===== config.mk =====
export PLATFORM = sky130hd
export DESIGN_NAME = cfpp_div
export DESIGN_NICKNAME = d
export VERILOG_FILES = /design/src/sv/cfpp_pkg.sv /design/src/sv/cfpp_div.sv
export SDC_FILE = /design/constraint.sdc
export NUM_CORES = 2
export LEC_CHECK = 0
export BUFFER_PORTS_ARGS = -buffer_cell sky130_fd_sc_hd__buf_2
export CORE_UTILIZATION = 40
export DETAILED_ROUTE_END_ITERATION = 8
export RECOVER_POWER = 100
export SKIP_CTS_REPAIR_TIMING = 1
export SYNTH_ARGS = -nofsm -noshare
export SYNTH_HDL_FRONTEND = slang
export SYNTH_SLANG_ARGS = --single-unit
export TNS_END_PERCENT = 5

===== constraint.sdc =====
create_clock -name clk -period 5.53 [get_ports clk]
set_clock_uncertainty 0.2 [all_clocks]
set_input_delay 0 -clock clk [delete_from_list [all_inputs] [get_ports clk]]
set_output_delay 0 -clock clk [all_outputs]
set_load 0.05 [all_outputs]

===== src/sv/cfpp_pkg.sv =====
// shared types, constants and helper functions for the cube facet projector
// used by cfpp_div and cube_facet_perspective_projector
package cfpp_pkg;

  localparam int ONE_Q14 = 16384;

  // default values of the top level parameters
  localparam int DEF_MAX_EDGE      = 8;
  localparam int DEF_SCREEN_WIDTH  = 3840;
  localparam int DEF_SCREEN_HEIGHT = 2160;

  // datapath widths
  localparam int LOC_W  = 18;   // local and world coordinates
  localparam int REC_W  = 24;   // reciprocal of the edge count
  localparam int REC_SH = 23;   // reciprocal shift
  localparam int NUM_W  = 46;   // projection numerator
  localparam int DEN_W  = 30;   // projection denominator

  // configuration register indexes
  localparam logic [2:0] REG_COS_PITCH = 3'd0;
  localparam logic [2:0] REG_SIN_PITCH = 3'd1;
  localparam logic [2:0] REG_COS_YAW   = 3'd2;
  localparam logic [2:0] REG_SIN_YAW   = 3'd3;
  localparam logic [2:0] REG_FOCAL     = 3'd4;
  localparam logic [2:0] REG_VIEW_DIST = 3'd5;
  localparam logic [2:0] REG_CUBE_SIZE = 3'd6;

  // configuration reset values
  localparam logic [15:0] RST_COS_PITCH = 16'd14849;
  localparam logic [15:0] RST_SIN_PITCH = 16'd6924;
  localparam logic [15:0] RST_COS_YAW   = 16'd14189;
  localparam logic [15:0] RST_SIN_YAW   = 16'hE000;
  localparam logic [15:0] RST_FOCAL     = 16'd19661;
  localparam logic [15:0] RST_VIEW_DIST = 16'd16384;
  localparam logic [3:0]  RST_CUBE_SIZE = 4'd3;

  // face codes
  localparam logic [2:0] FACE_F = 3'd0;
  localparam logic [2:0] FACE_B = 3'd1;
  localparam logic [2:0] FACE_U = 3'd2;
  localparam logic [2:0] FACE_D = 3'd3;
  localparam logic [2:0] FACE_L = 3'd4;
  localparam logic [2:0] FACE_R = 3'd5;

  // color codes
  localparam logic [2:0] COL_U = 3'd0;
  localparam logic [2:0] COL_D = 3'd1;
  localparam logic [2:0] COL_F = 3'd2;
  localparam logic [2:0] COL_B = 3'd3;
  localparam logic [2:0] COL_L = 3'd4;
  localparam logic [2:0] COL_R = 3'd5;

  typedef struct packed {
    logic [2:0] face_id;
    logic [2:0] row;
    logic [2:0] col;
    logic [2:0] sticker_color;
  } item_t;

  typedef struct packed {
    logic signed [15:0] top_left_x;
    logic signed [15:0] top_left_y;
    logic signed [15:0] top_right_x;
    logic signed [15:0] top_right_y;
    logic signed [15:0] bottom_right_x;
    logic signed [15:0] bottom_right_y;
    logic signed [15:0] bottom_left_x;
    logic signed [15:0] bottom_left_y;
    logic signed [15:0] mean_depth;
    logic [23:0]        fill_rgb;
  } result_t;

  typedef struct packed {
    logic signed [LOC_W-1:0] x;
    logic signed [LOC_W-1:0] y;
    logic signed [LOC_W-1:0] z;
  } point_t;

  // ceil(2^23 / n), exact floor division for numerators below 2^19
  function automatic logic [REC_W-1:0] edge_recip(input logic [4:0] n);
    logic [REC_W-1:0] r;
    case (n)
      5'd2:    r = 24'd4194304;
      5'd3:    r = 24'd2796203;
      5'd4:    r = 24'd2097152;
      5'd5:    r = 24'd1677722;
      5'd6:    r = 24'd1398102;
      5'd7:    r = 24'd1198373;
      5'd8:    r = 24'd1048576;
      5'd9:    r = 24'd932068;
      5'd10:   r = 24'd838861;
      5'd11:   r = 24'd762601;
      5'd12:   r = 24'd699051;
      5'd13:   r = 24'd645278;
      5'd14:   r = 24'd599187;
      5'd15:   r = 24'd559241;
      5'd16:   r = 24'd524288;
      default: r = 24'd4194304;
    endcase
    return r;
  endfunction

  // k * 1.0 / n, truncated toward zero
  function automatic logic signed [LOC_W-1:0] loc_coord(input logic signed [6:0] k,
                                                        input logic [REC_W-1:0] m);
    logic [6:0]        mag;
    logic [20:0]       v;
    logic [44:0]       prod;
    logic [LOC_W-1:0]  q;
    mag  = k[6] ? 7'(-k) : 7'(k);
    v    = {mag, 14'd0};
    prod = 45'(v) * 45'(m);
    q    = LOC_W'(prod >> REC_SH);
    return k[6] ? LOC_W'(-q) : LOC_W'(q);
  endfunction

  // place a local point on a face of the 2-by-2 cube
  function automatic point_t face_point(input logic [2:0] face,
                                        input logic signed [LOC_W-1:0] lx,
                                        input logic signed [LOC_W-1:0] ly);
    point_t p;
    logic signed [LOC_W-1:0] one;
    one = LOC_W'(ONE_Q14);
    case (face)
      FACE_B: begin p.x = -lx; p.y = ly;   p.z = -one; end
      FACE_U: begin p.x = lx;  p.y = one;  p.z = -ly;  end
      FACE_D: begin p.x = lx;  p.y = -one; p.z = ly;   end
      FACE_L: begin p.x = -one; p.y = ly;  p.z = lx;   end
      FACE_R: begin p.x = one; p.y = ly;   p.z = -lx;  end
      default: begin p.x = lx; p.y = ly;   p.z = one;  end
    endcase
    return p;
  endfunction

  function automatic logic [23:0] palette(input logic [2:0] c);
    logic [23:0] rgb;
    case (c)
      COL_U:   rgb = 24'hFFFFFF;
      COL_D:   rgb = 24'hFFFF00;
      COL_F:   rgb = 24'h00FF00;
      COL_B:   rgb = 24'h0000FF;
      COL_L:   rgb = 24'hFFA500;
      COL_R:   rgb = 24'hFF0000;
      default: rgb = 24'h000000;
    endcase
    return rgb;
  endfunction

  function automatic logic signed [15:0] sat16(input logic signed [23:0] v);
    logic signed [15:0] r;
    if (v > 24'sd32767) r = 16'sh7FFF;
    else if (v < -24'sd32768) r = 16'sh8000;
    else r = v[15:0];
    return r;
  endfunction

endpackage


===== src/sv/cfpp_div.sv =====
// pipelined signed divider lane, truncating, saturated to 16-bit signed
// one quotient bit per stage; depends on cfpp_pkg
module cfpp_div import cfpp_pkg::*; #(
  parameter int N_W = NUM_W,
  parameter int D_W = DEN_W
) (
  input  logic                  clk,
  input  logic                  en,
  input  logic signed [N_W-1:0] num,
  input  logic signed [D_W-1:0] den,
  output logic signed [15:0]    quo
);

  localparam int QB    = 16;
  localparam int CMP_W = ((N_W > D_W + QB) ? N_W : D_W + QB) + 1;

  logic [N_W-1:0] rem  [0:QB];
  logic [D_W-1:0] dmag [0:QB];
  logic [QB-1:0]  qb   [0:QB];
  logic           neg  [0:QB];
  logic           ovf  [0:QB];

  logic [N_W-1:0] a_in;
  logic [D_W-1:0] b_in;

  assign a_in = num[N_W-1] ? N_W'(-num) : N_W'(num);
  assign b_in = den[D_W-1] ? D_W'(-den) : D_W'(den);

  // magnitudes and the overflow check
  always_ff @(posedge clk) begin
    if (en) begin
      rem[0]  <= a_in;
      dmag[0] <= b_in;
      qb[0]   <= '0;
      neg[0]  <= num[N_W-1] ^ den[D_W-1];
      ovf[0]  <= CMP_W'(a_in) >= (CMP_W'(b_in) << QB);
    end
  end

  for (genvar s = 0; s < QB; s++) begin : g_step
    localparam int K = QB - 1 - s;
    logic [CMP_W-1:0] cand;
    logic             ge;
    assign cand = CMP_W'(dmag[s]) << K;
    assign ge   = CMP_W'(rem[s]) >= cand;
    always_ff @(posedge clk) begin
      if (en) begin
        rem[s+1]  <= ge ? N_W'(CMP_W'(rem[s]) - cand) : rem[s];
        dmag[s+1] <= dmag[s];
        qb[s+1]   <= qb[s] | (QB'(ge) << K);
        neg[s+1]  <= neg[s];
        ovf[s+1]  <= ovf[s];
      end
    end
  end

  logic signed [15:0] quo_next;

  always_comb begin
    if (ovf[QB]) begin
      quo_next = neg[QB] ? 16'sh8000 : 16'sh7FFF;
    end else if (!neg[QB]) begin
      quo_next = qb[QB][15] ? 16'sh7FFF : 16'(qb[QB]);
    end else begin
      quo_next = (qb[QB] > 16'd32768) ? 16'sh8000 : 16'(-qb[QB]);
    end
  end

  always_ff @(posedge clk) begin
    if (en) begin
      quo <= quo_next;
    end
  end

endmodule


# After elaboration in Yosys (flattened, before gate mapping)
# Memory sizes are Yosys's and may differ from the RTL's.
# Cells that the tools add are included.
[totals] mem_count=5 mem_bits_rw=1598 output_inout_bits=16 reg_bits=16 in_bits=78
[memory_table] name="rem" depth=17 word_bits=46 rd=16 rd_ports_with_merged_regs=0 write_ports=17 line_no="cfpp_div.sv:17" rtl="logic [N_W-1:0] rem [0:QB];"
[memory_table] name="dmag" depth=17 word_bits=30 rd=16 rd_ports_with_merged_regs=0 write_ports=17 line_no="cfpp_div.sv:18" rtl="logic [D_W-1:0] dmag [0:QB];"
[memory_table] name="qb" depth=17 word_bits=16 rd=17 rd_ports_with_merged_regs=0 write_ports=17 line_no="cfpp_div.sv:19" rtl="logic [QB-1:0] qb [0:QB];"
[memory_table] name="neg" depth=17 word_bits=1 rd=17 rd_ports_with_merged_regs=0 write_ports=17 line_no="cfpp_div.sv:20" rtl="logic neg [0:QB];"
[memory_table] name="ovf" depth=17 word_bits=1 rd=17 rd_ports_with_merged_regs=0 write_ports=17 line_no="cfpp_div.sv:21" rtl="logic ovf [0:QB];"
[classes] muxes=25 n_addsub=19 bitwise_logic=17 order_cmp=18
[ops] operator="46-bit 2-to-1 mux" n=17
[ops] operator="16-bit 2-to-1 mux" n=4
[ops] operator="46-bit by 30-bit >= comparator with 1-bit output" n=1
[ops] operator="46-bit by 31-bit >= comparator with 1-bit output" n=1
[ops] operator="46-bit by 32-bit >= comparator with 1-bit output" n=1
[ops] operator="46-bit by 33-bit >= comparator with 1-bit output" n=1
[ops] operator="46-bit by 34-bit >= comparator with 1-bit output" n=1
[ops] operator="46-bit by 35-bit >= comparator with 1-bit output" n=1
[ops] operator="46-bit by 36-bit >= comparator with 1-bit output" n=1
[ops] operator="46-bit by 37-bit >= comparator with 1-bit output" n=1
[ops] operator="46-bit by 38-bit >= comparator with 1-bit output" n=1
[ops] operator="46-bit by 39-bit >= comparator with 1-bit output" n=1
[ops] operator="46-bit by 40-bit >= comparator with 1-bit output" n=1
[ops] operator="46-bit by 41-bit >= comparator with 1-bit output" n=1
[ops] operator="46-bit by 42-bit >= comparator with 1-bit output" n=1
[ops] operator="46-bit by 43-bit >= comparator with 1-bit output" n=1
[ops] operator="46-bit by 44-bit >= comparator with 1-bit output" n=1
[ops] operator="46-bit by 45-bit >= comparator with 1-bit output" n=1
[ops] operator="46-bit >= comparator" n=1
[ops] operator="46-bit negation" n=1
[ops] operator="46-bit by 30-bit subtractor with 46-bit output" n=1
[ops] operator="46-bit by 31-bit subtractor with 46-bit output" n=1
[ops] operator="46-bit by 32-bit subtractor with 46-bit output" n=1
[ops] operator="46-bit by 33-bit subtractor with 46-bit output" n=1
[ops] operator="other kinds (35)" n=36

# Logic depth before layout (Yosys ltp)
# An unclocked memory read counts as a cell.
[logic_depth] depth_word=5 ltp_mapped=21

# Worst setup path before layout
# Ideal clock, no wire load.
[synth_path] kind="input -> register" start="input num[4]" end="memory ovf[0][0] (data pin)" setup_slack_ns=1.288 arrival_ns=3.780 n_path_buf=1 setup_ns=0.262 cell_stages=21 t_required_ns=5.068 cell_sequence="nor3_1 nand3_1 or2_1 or3_1 nor3_1 nand2_1 or3_1 or3_1 clkbuf_1 o31ai_1 xnor2_1 ha_1 a21o_1 a21oi_1 nor2b_1 o21ai_0 nand2b_1 a21oi_1 nor2b_1 o21ai_0 nand3_1"
[synth_rtl] item="start: declaration" line_no="cfpp_div.sv:9" rtl="input logic signed [N_W-1:0] num,"
[synth_rtl] item="end: declaration" line_no="cfpp_div.sv:21"

==> out/metrics.yaml <==
route:
  wl_um: 180000
  post-route-drc-count: 0
  drt.antenna.violating_nets: 0
  dr.pass1.iters: 8
  drt_iter0_drc: 3240
  routed_via_density: 5.36
  dr_total_vias: 53869
  wl_per_cell_um: 17.9
finish:
  fin_cells: 10056
  final_nets: 8008
  layout_commonest_cell: "edfxtp_1"
  area_growth_pct: 13.7
  final_cell_mix: "edfxtp_1, inv_1, nand2_1, a21oi_1, ha_1"
  utilization: 0.460
  drive_above_1_share: 0.0623
pwr:
  internal_power_w: 0.0289
  seq_power_share: 0.373
  peakVddDrop_uv: 268
  cellPowerDensity_nw_per_um2: 503
  p_comb_frac: 0.389
  p_clk_frac: 0.238
  cellLeakagePower_nw: 34.8
  swShare: 0.355
  switchingPower_w: 0.0159
setup_path:
  crit_family: "simple AND/OR/NAND/NOR gates"
  critPathMaxStageDelay_ns: 0.60
  path_class: "in -> reg"
  crit_chain: "dlygate4sd3_1, buf_2, or4_1, or3_1, nor3_1, nand2_1, or3_1, or3_1, o21ai_0, dlygate4sd3_1, xnor2_1, ha_1, nand4_1, nor4_1, nand3_1, nor4_1, nand2_1, nor3_1, a31oi_1, nand3_1"
  cpMostUsedCell: "or3_1"
  required_ns: 5.97
  crit_fanout: 6
  crit_path_end_kind: "flop"
  start_kind: "primary input"
  cp.arrival_ns: 5.66
  worst-path-buf-inv: 3
  slowest_stage: "dlygate4sd3_1"
global_route:
  antenna_found_initial: 3
  grt_pass1_wl_um: 280000
  grt_pass1_vias: 53813
  grt.overflow.total: 0
  grt_max_degree: 186
  grt_usage: 0.177
yosys:
  syn_nets: 7676
  syn_area_um2: 78100
  async_flop_share: 0
  synth-seq-cells: 1402
  synth_area_per_cell_um2: 11.1
  synth_edf_count: 1402
  synth_warnings: 0
  syn_inst: 7070
  synthFlopType: "edfxtp_1"
  synth_cell_types: 90
  ys_seq_area_frac: 0.539
floorplanning:
  design.core.area_um2: 193000
  die_area_um2: 197000
  initial_utilization: 0.404
  dieWidth_um: 444
  boundaryPins: 94
  dieHeight_um: 444
  num_rows: 161
clocking:
  cts_tree: "built"
  cts_buffers: 154
  htreeDepth: 4
  clkLatencyLatePin_ns: 0.79
  clk_path_buf_depth: 3
  numClockSinks: 1402
  cts.clk_slew.worst_paths_ns: 0.07
  cts-root-buf: "clkbuf_16"
job:
  maxCapViolations: 5
placement:
  post-place-cells: 9559
  place_ws_ns: 0.507
  portBuffers: 93
  place.gp.congestion: 0.928
  dpl.hpwl_um: 136000
sta:
  fin_crit_sh: 0.943
  setup_viol: 0
  grt_setup_unrepaired: "false"
  tightest_slew_ns: 4.13
  timing.slew.headroom: -1.76
  hold_viol: 0
  min_period_ns: 5.22
  worst_slack_ns: 0.313
  slew_viol_final: 412
  clock.fmax_mhz: 192
  fin_tns_setup_ns: 0
worst_hold_path:
  min_path_type: "in -> reg"
outcome:
  outcome: "finished, violations left"
  violations: "capacitance limit, slew limit"
## worst min-delay path, stage by stage
cell	delay, ns
buf_2	0.11
xnor2_1	0.29
nor4_1	0.10
nand2_1	0.05
nor3_1	0.04
a31oi_1	0.19
nand3_1	0.09
## through the flow
stage | hold WS [ns] | total power [W] | cell area, um2
5_1_grt | 0.0301 | 0.0476 | 88900
6_report | 0.0493 | 0.0447 | 88900
3_3_place_gp | 0.0126 | 0.0337 | 81700
4_1_cts | -0.850 | 0.0448 | 87100
2_1_floorplan | -0.101 | 0.0294 | 78100
3_5_place_dp | 0.0148 | 0.0340 | 81700
## synthesized netlist by cell type (all sizes together), types with 26 or more instances
library cell	count	share of area
ha	513	0.082
a211oi	37	0.0036
nand4	87	0.0070
and3	40	0.0032
a31oi	48	0.0038
edfxtp	1402	0.54
nand2b	92	0.0075
o21bai	53	0.0051
mux2	72	0.010
or3	63	0.0054
and2	29	0.0023
or4	26	0.0025
o211ai	36	0.0035
clkbuf	169	0.0081
nor2	440	0.021
nor4	68	0.0054
nand2	564	0.027
xor2	253	0.028
nor2b	67	0.0054
nor3	110	0.0070
inv	647	0.031
o21ai	504	0.032
a21oi	555	0.036
nand3	108	0.0069
xnor2	320	0.036
o31ai	59	0.0057
o21a	62	0.0060
a21o	263	0.025
## sequential cells by signal, summed over array words and instances (netlist names)
register,count
rem,736
dmag,480
qb,136
ovf,17
quo,16
neg,17
## worst paths after layout
check | from | to | slack (ns) | cells after the start
setup / recovery | num[9] | ovf[0][0] | 0.31 | 20
hold / removal | num[3] | ovf[0][0] | 0.05 | 7
setup reg to reg | rem[0][477] | rem[0][515] | 0.33 | 11
hold reg to reg | ovf[0][4] | ovf[0][5] | 0.21 | 0
## layout make-up
type	instances	area, um2
Antenna cell	1	2.50
Fill cell	17426	105000
Clock inverter	104	1380
Multi-Input combinational cell	4832	32900
Sequential cell	1402	42100
Timing Repair Buffer	365	2940
Tap cell	2526	3160
Inverter	647	2430
Clock buffer	179	3970
## metal layers
| metal | vias up | GRT usage | share of wire |
|---|---|---|---|
| li1 | 26623 | - | - |
| met1 | 25543 | 0.181 | 0.38 |
| met2 | 1201 | 0.342 | 0.53 |
| met3 | 502 | 0.0236 | 0.034 |
| met4 | 0 | 0.103 | 0.060 |
| met5 | - | 0 | 0 |
## power groups by stage
stage                     logic [W]  registers (W)  clock network, W
after global routing         0.0194         0.0169            0.0113
after CTS                    0.0172         0.0167            0.0109
after floorplan              0.0132         0.0163                 0
after detailed placement     0.0172         0.0169                 0
final                        0.0174         0.0167            0.0106
after global placement       0.0168         0.0168                 0
## logic make-up (layout without fill, tap and decap cells)
| kind of cell | count (synthesis) | in the layout | share of synthesized area |
|---|---|---|---|
| XOR/XNOR | 573 | 573 | 0.0642 |
| AO/OA/AOI/OAI | 1847 | 1847 | 0.147 |
| adder cells (fa/ha/maj) | 528 | 528 | 0.0860 |
| other | 0 | 1 | 0 |
| buffers and inverters | 836 | 1295 | 0.0405 |
| multiplexers | 75 | 75 | 0.0108 |
| flip-flops | 1402 | 1402 | 0.539 |
| AND/OR/NAND/NOR | 1809 | 1809 | 0.113 |
Note: power is estimated with default switching activity, not from simulation.
